File: src/assert_macros.svh
// assertion macros for the rtl files, included by rskf_ctrl
`ifndef ASSERT_MACROS_SVH
`define ASSERT_MACROS_SVH

// clocked assertion, disabled while reset is high
`define ASSERT_CLK(label, clk, rst, prop) \
  label: assert property (@(posedge clk) disable iff (rst) (prop)) \
    else $error("assertion failed");

// a condition that must never hold outside reset
`define ASSERT_NEVER(label, clk, rst, cond) \
  label: assert property (@(posedge clk) disable iff (rst) !(cond)) \
    else $error("forbidden condition");

`endif

File: src/rskf_pkg.sv
// shared types and constants for the rssi kalman filter
`default_nettype none
package rskf_pkg;

  localparam int unsigned DIV_STEPS = 17;
  localparam int unsigned CNT_W     = $clog2(DIV_STEPS);
  localparam logic [16:0] ONE_Q16   = 17'h10000;

  localparam logic [1:0] REG_Q    = 2'd0;
  localparam logic [1:0] REG_R    = 2'd1;
  localparam logic [1:0] REG_INIT = 2'd2;

  localparam logic [31:0] RST_Q    = 32'd655;
  localparam logic [31:0] RST_R    = 32'd65536;
  localparam logic [31:0] RST_INIT = 32'd65536;

  typedef enum logic [2:0] {
    S_IDLE,
    S_PRIOR,
    S_SETUP,
    S_DIVIDE,
    S_MULT,
    S_UPDATE
  } state_t;

  typedef struct packed {
    logic load;
    logic prior_en;
    logic setup_en;
    logic div_step;
    logic mult_en;
    logic update_en;
  } cmd_t;

endpackage
`default_nettype wire

File: src/rskf_ctrl.sv
// sequencer for one filter step and the result handshake
`default_nettype none
`include "assert_macros.svh"
module rskf_ctrl
  import rskf_pkg::*;
(
  input  wire logic clk,
  input  wire logic rst,
  input  wire logic in_valid,
  output logic      in_ready,
  output logic      out_valid,
  input  wire logic out_ready,
  output cmd_t      cmd
);

  state_t state, state_next;
  logic [CNT_W-1:0] count;
  logic             last_step;

  assign last_step = (count == CNT_W'(DIV_STEPS - 1));

  always_ff @(posedge clk) begin
    if (rst) begin
      state     <= S_IDLE;
      count     <= '0;
      out_valid <= 1'b0;
    end else begin
      state <= state_next;
      if (cmd.setup_en) begin
        count <= '0;
      end else if (cmd.div_step) begin
        count <= count + CNT_W'(1);
      end
      if (cmd.update_en) begin
        out_valid <= 1'b1;
      end else if (out_ready) begin
        out_valid <= 1'b0;
      end
    end
  end

  always_comb begin
    state_next = state;
    unique case (state)
      S_IDLE:   if (in_valid) state_next = S_PRIOR;
      S_PRIOR:  state_next = S_SETUP;
      S_SETUP:  state_next = S_DIVIDE;
      S_DIVIDE: if (last_step) state_next = S_MULT;
      S_MULT:   state_next = S_UPDATE;
      S_UPDATE: if (!out_valid || out_ready) state_next = S_IDLE;
      default:  state_next = S_IDLE;
    endcase
  end

  always_comb begin
    in_ready      = (state == S_IDLE);
    cmd           = '0;
    cmd.load      = in_valid && (state == S_IDLE);
    cmd.prior_en  = (state == S_PRIOR);
    cmd.setup_en  = (state == S_SETUP);
    cmd.div_step  = (state == S_DIVIDE);
    cmd.mult_en   = (state == S_MULT);
    cmd.update_en = (state == S_UPDATE) && (!out_valid || out_ready);
  end

  `ASSERT_CLK(a_accept_starts, clk, rst, (in_valid && in_ready) |=> (state == S_PRIOR))
  `ASSERT_NEVER(a_count_range, clk, rst, (state == S_DIVIDE) && (count > CNT_W'(DIV_STEPS - 1)))
  `ASSERT_CLK(a_no_overwrite, clk, rst, (out_valid && !out_ready) |=> (out_valid && !$past(cmd.update_en)))

endmodule
`default_nettype wire

File: src/rskf_datapath.sv
// filter state, settings, serial gain divider and update multipliers
`default_nettype none
module rskf_datapath
  import rskf_pkg::*;
(
  input  wire logic        clk,
  input  wire logic        rst,
  input  wire cmd_t        cmd,
  input  wire logic [7:0]  rssi_dbm,
  input  wire logic        cfg_we,
  input  wire logic [1:0]  cfg_index,
  input  wire logic [31:0] cfg_data,
  output logic [15:0]      smoothed_rssi,
  output logic [31:0]      error_variance
);

  logic [31:0] q_reg, r_reg, init_reg;
  logic        seeded;
  logic [15:0] estimate;
  logic [31:0] variance;
  logic [7:0]  sample;
  logic [31:0] prior;
  logic [32:0] den;
  logic [32:0] rem;
  logic [16:0] shift_bits;
  logic [16:0] quo;
  logic [48:0] prod_var;
  logic signed [34:0] prod_est;

  logic [32:0] prior_sum;
  logic [33:0] trial;
  logic [16:0] gain;
  logic signed [16:0] innov;
  logic [15:0] meas;

  assign prior_sum = {1'b0, variance} + {1'b0, q_reg};
  assign trial     = {rem, shift_bits[16]};
  assign gain      = (den == '0) ? '0 : quo;
  assign meas      = {sample, 8'h00};
  assign innov     = $signed({meas[15], meas}) - $signed({estimate[15], estimate});

  always_ff @(posedge clk) begin
    if (rst) begin
      q_reg    <= RST_Q;
      r_reg    <= RST_R;
      init_reg <= RST_INIT;
    end else if (cfg_we) begin
      unique case (cfg_index)
        REG_Q:    q_reg    <= cfg_data;
        REG_R:    r_reg    <= cfg_data;
        REG_INIT: init_reg <= cfg_data;
        default:  ;
      endcase
    end
  end

  always_ff @(posedge clk) begin
    if (rst) begin
      seeded   <= 1'b0;
      estimate <= '0;
      variance <= '0;
    end else if (cmd.load) begin
      if (!seeded) begin
        seeded   <= 1'b1;
        estimate <= {rssi_dbm, 8'h00};
        variance <= init_reg;
      end
    end else if (cmd.update_en) begin
      estimate <= estimate + prod_est[31:16];
      variance <= prod_var[47:16];
    end
  end

  always_ff @(posedge clk) begin
    if (cmd.load) begin
      sample <= rssi_dbm;
    end
    if (cmd.prior_en) begin
      prior <= prior_sum[32] ? 32'hFFFF_FFFF : prior_sum[31:0];
    end
    if (cmd.setup_en) begin
      den        <= {1'b0, prior} + {1'b0, r_reg};
      rem        <= {2'b00, prior[31:1]};
      shift_bits <= {prior[0], 16'h0000};
      quo        <= '0;
    end else if (cmd.div_step) begin
      shift_bits <= {shift_bits[15:0], 1'b0};
      if (trial >= {1'b0, den}) begin
        rem <= 33'(trial - {1'b0, den});
        quo <= {quo[15:0], 1'b1};
      end else begin
        rem <= trial[32:0];
        quo <= {quo[15:0], 1'b0};
      end
    end
    if (cmd.mult_en) begin
      prod_var <= (ONE_Q16 - gain) * prior;
      prod_est <= $signed({1'b0, gain}) * innov;
    end
  end

  assign smoothed_rssi  = estimate;
  assign error_variance = variance;

endmodule
`default_nettype wire

File: src/rssi_scalar_kalman_filter.sv
// top level of the rssi scalar kalman filter
//
// channel   direction  payload                          ready
// in        request    rssi_dbm                         low while a step runs
// out       result     smoothed_rssi, error_variance    from the consumer
// cfg       write      cfg_index, cfg_data              always high
//
// a result is produced for every request taken; no new request is taken while a step runs
// the gain comes from a 17-step restoring divider
// the next request is taken the cycle after the result is loaded
// a held result stalls the final update until the consumer takes it
// reset is synchronous, leaves the filter unseeded and restores the settings
`default_nettype none
module rssi_scalar_kalman_filter
  import rskf_pkg::*;
(
  input  wire logic        clk,
  input  wire logic        rst,
  input  wire logic        in_valid,
  output logic             in_ready,
  input  wire logic [7:0]  rssi_dbm,
  output logic             out_valid,
  input  wire logic        out_ready,
  output logic [15:0]      smoothed_rssi,
  output logic [31:0]      error_variance,
  input  wire logic        cfg_valid,
  output logic             cfg_ready,
  input  wire logic [1:0]  cfg_index,
  input  wire logic [31:0] cfg_data
);

  cmd_t cmd;

  assign cfg_ready = 1'b1;

  rskf_ctrl u_ctrl (
    .clk       (clk),
    .rst       (rst),
    .in_valid  (in_valid),
    .in_ready  (in_ready),
    .out_valid (out_valid),
    .out_ready (out_ready),
    .cmd       (cmd)
  );

  rskf_datapath u_datapath (
    .clk            (clk),
    .rst            (rst),
    .cmd            (cmd),
    .rssi_dbm       (rssi_dbm),
    .cfg_we         (cfg_valid && cfg_ready),
    .cfg_index      (cfg_index),
    .cfg_data       (cfg_data),
    .smoothed_rssi  (smoothed_rssi),
    .error_variance (error_variance)
  );

endmodule
`default_nettype wire

File: config.mk
export PLATFORM = sky130hd
export DESIGN_NAME = rssi_scalar_kalman_filter
export DESIGN_NICKNAME = d
export VERILOG_FILES = /design/src/rskf_pkg.sv /design/src/rskf_ctrl.sv /design/src/rskf_datapath.sv /design/src/rssi_scalar_kalman_filter.sv
export VERILOG_INCLUDE_DIRS = /design/src /design/src/src
export SDC_FILE = /design/constraint.sdc
export NUM_CORES = 2
export LEC_CHECK = 0
export BUFFER_PORTS_ARGS = -buffer_cell sky130_fd_sc_hd__buf_2
export CAP_MARGIN = 20
export CORE_UTILIZATION = 40
export CTS_BUF_LIST = sky130_fd_sc_hd__clkbuf_2
export CTS_CLUSTER_SIZE = 40
export DETAILED_ROUTE_END_ITERATION = 8
export PLACE_DENSITY_LB_ADDON = 0.05
export SLEW_MARGIN = 20
export SYNTH_ARGS = -nofsm -noshare
export SYNTH_HDL_FRONTEND = slang
export SYNTH_SLANG_ARGS = --single-unit
File: constraint.sdc
create_clock -name clk -period 29 [get_ports clk]
set_input_delay 4.35 -clock clk [delete_from_list [all_inputs] [get_ports clk]]
set_output_delay 4.35 -clock clk [all_outputs]
set_load 0.01 [all_outputs]
==> results.json <==
{
  "status": "completed",
  "fin_skew_ns": 0.150,
  "post-cts-setup-buffer-count": 0,
  "yosys-top-cells-area": "fa_1, ha_1, edfxtp_1",
  "crit_arrival_ns": 13.59,
  "drtIter0Drc": 2112,
  "gp_congestion": 0.848,
  "synth_commonest_cells": "inv_1, nand2_1, fa_1",
  "track_usage_pct": 25.1,
  "grt_max_degree": 73,
  "crit_path_end_kind": "register",
  "synth_cell_type_count": 79,
  "cts_buffers": 88,
  "synthArstFlopShare_pct": 0,
  "cpMostUsedCell": "fa_1",
  "cts_tree": "yes",
  "hold_depth": 2,
  "hold_viol": 0,
  "synth_top_area_share_pct": 34.8,
  "clock.fmax_mhz": 79.6,
  "finalCriticalPeriod_ns": 12.57,
  "grt_pass1_vias": 38497,
  "synth_xor_area_share_pct": 4.09,
  "syn_inst": 5378,
  "antenna_found_initial": 7,
  "grt_setup_unrepaired": "no",
  "start_kind": "register",
  "root_buffer": "clkbuf_2",
  "area_growth_pct": 6.52,
  "die_h_um": 351,
  "ys_seq_area_share_pct": 16.6,
  "vias_per_cell": 5.11,
  "final_area_um2": 51800,
  "numPortBuffers": 96,
  "synth_compound_area_share_pct": 8.79,
  "whs_ns": 0.461,
  "synth_top_area_cell": "fa_1",
  "drv_slew": 0,
  "initial_utilization_pct": 40.4,
  "register_area_um2": 8060,
  "muxShareOfSynthArea_pct": 0.214,
  "ys_warn_count": 0,
  "worstSetupPathType": "reg2reg",
  "drtAntennaViolNets": 0,
  "cp.required_ns": 30.02,
  "multi_input_area_um2": 36200,
  "route.detailed.drc": 0,
  "hold_end": "u_datapath.init_reg[23]",
  "r2r_end": "u_datapath.prod_var[47]",
  "cts_buffer_depth": 3,
  "r2r_slack_ns": 16.43,
  "dieArea_um2": 123000,
  "grt_first_pass_wirelength_um": 232000,
  "vias": 36253,
  "synthesis.nets": 6653,
  "clock-sinks": 326,
  "synth_top_family_by_area": "adder cells",
  "worstReg2RegStart": "u_datapath.den[32]",
  "syn-cell-area_um2": 48600,
  "yosysMostFrequentCell": "inv_1",
  "cp_slowest_cell": "or4_2",
  "core_um2": 120000,
  "h-tree-depth": 3,
  "cts_resized": 0,
  "fin_crit_sh_pct": 43.3,
  "worstMarginPinSlew_ns": 1.19,
  "yosys.area_share.simple_pct": 16.4,
  "row_count": 127,
  "ios": 98,
  "die_x_um": 351,
  "slew_headroom_pct": 20.4,
  "synth-edff-count": 153,
  "ys_ff_latch": 326,
  "drv_cap": 0,
  "avgSynthCellArea_um2": 9.04,
  "r2r_cells": 33,
  "hpwl_um": 114000,
  "grt_overflow": 0,
  "clk_pin_slew_worst_paths_ns": 0.11,
  "tns_ns": 0,
  "routed_wl_um": 149000,
  "synth_flop_cell": "dfxtp_1",
  "clk_latency_ns": 1.27,
  "finalNetCount": 6680,
  "avgRoutedWirePerCell_um": 21.0,
  "placed_area_um2": 51000,
  "min_from": "u_datapath.init_reg[23]",
  "critPathMaxFanout": 46,
  "fillCellCount": 12262,
  "drive_gt1_share_pct": 6.95,
  "finalSetupViolations": 0,
  "hold_path_class": "reg2reg",
  "dr.pass1.iters": 5,
  "slowest_delay_ns": 0.69,
  "reg_top3": "u_datapath.den (33), u_datapath.rem (33)",
  "synthAdderAreaFrac_pct": 44.6,
  "cts_hold_buf": 0
}
[final cells by class]
| cell class | instances | share of cell area [%] |
|---|---|---|
| Inverter | 943 | 6.84 |
| Antenna cell | 5 | 0.0242 |
| Timing Repair Buffer | 186 | 2.24 |
| Clock buffer | 122 | 1.18 |
| Tap cell | 1612 | 3.89 |
| Sequential cell | 326 | 15.6 |
| Clock inverter | 42 | 0.389 |
| Multi-Input combinational cell | 3860 | 69.9 |
[critical path: cells and delay by family (launching register included)]
kind	cells	cell delay (ns)
DFF	1	0.41
and+or+nand+nor	7	2.27
AOI/OAI and AO/OA	10	3.89
xor gates and xnor gates	1	0.16
buffers and inverters	5	1.07
adders and majority gates	10	4.49
[worst max-delay path by stage]
stage | start | end | slack [ns] | depth (start not counted)
3_3_place_gp | u_datapath.den[29] | u_datapath.prod_var[47] | 16.59 | 33
3_5_place_dp | u_datapath.den[28] | u_datapath.prod_var[47] | 16.35 | 33
2_1_floorplan | u_datapath.den[14] | u_datapath.prod_var[47] | 19.04 | 35
6_report | u_datapath.den[32] | u_datapath.prod_var[47] | 16.43 | 33
4_1_cts | u_datapath.den[28] | u_datapath.prod_var[47] | 16.36 | 33
5_1_grt | u_datapath.den[29] | u_datapath.prod_var[47] | 15.54 | 33
[per-layer routing]
metal / share of wire (%) / GRT usage [%] / vias to the layer above
met3: 4.2 / 2.79 / 171
li1: - / - / 16950
met2: 48 / 42.2 / 759
met1: 46 / 34.7 / 18371
met5: 0.0087 / 0 / -
met4: 2.3 / 5.89 / 2
[per-stage QoR]
stage               utilization, %  worst slack, ns  instances
finish                        43.0            16.43       7096
global route                  43.0            15.54       7095
CTS                           43.0            16.36       7091
detailed placement            42.4            16.35       6927
global placement              42.4            16.59       6927
floorplan                        -            19.04       5378
[cell families (layout without fill, tap and decap cells)]
logic type / after synthesis / in the layout
flip-flops: 326 / 326
buffers and inverters: 1192 / 1293
AO/OA/AOI/OAI: 672 / 672
multiplexers: 10 / 10
AND/OR/NAND/NOR: 1722 / 1722
other: 1 / 6
adder cells (fa/ha/maj): 1228 / 1228
XOR/XNOR: 227 / 227
[placed cells by master, fill, tap and decap left out, types with 25 or more instances in the layout]
| master | synthesis | layout |
|---|---|---|
| a21o_1 | 85 | 85 |
| nor2b_1 | 32 | 32 |
| fa_1 | 844 | 844 |
| nand2b_1 | 25 | 25 |
| nor2_1 | 265 | 258 |
| inv_1 | 938 | 937 |
| edfxtp_1 | 153 | 153 |
| clkbuf_2 | 0 | 122 |
| nor3_1 | 40 | 39 |
| clkinv_1 | 5 | 34 |
| and2_1 | 300 | 299 |
| and3_1 | 62 | 62 |
| a21oi_1 | 266 | 264 |
| ha_1 | 384 | 384 |
| dfxtp_1 | 173 | 173 |
| nand4_1 | 27 | 27 |
| buf_2 | 11 | 95 |
| xnor2_1 | 159 | 155 |
| o21ai_0 | 99 | 99 |
| nand2_1 | 850 | 848 |
| xor2_1 | 68 | 68 |
| buf_4 | 1 | 91 |
| nand3_1 | 44 | 44 |
| a311oi_1 | 34 | 34 |
Power is left out: the tool's default activity adds up to more than one toggle a clock period on the data nets, which glitch-free logic cannot reach.
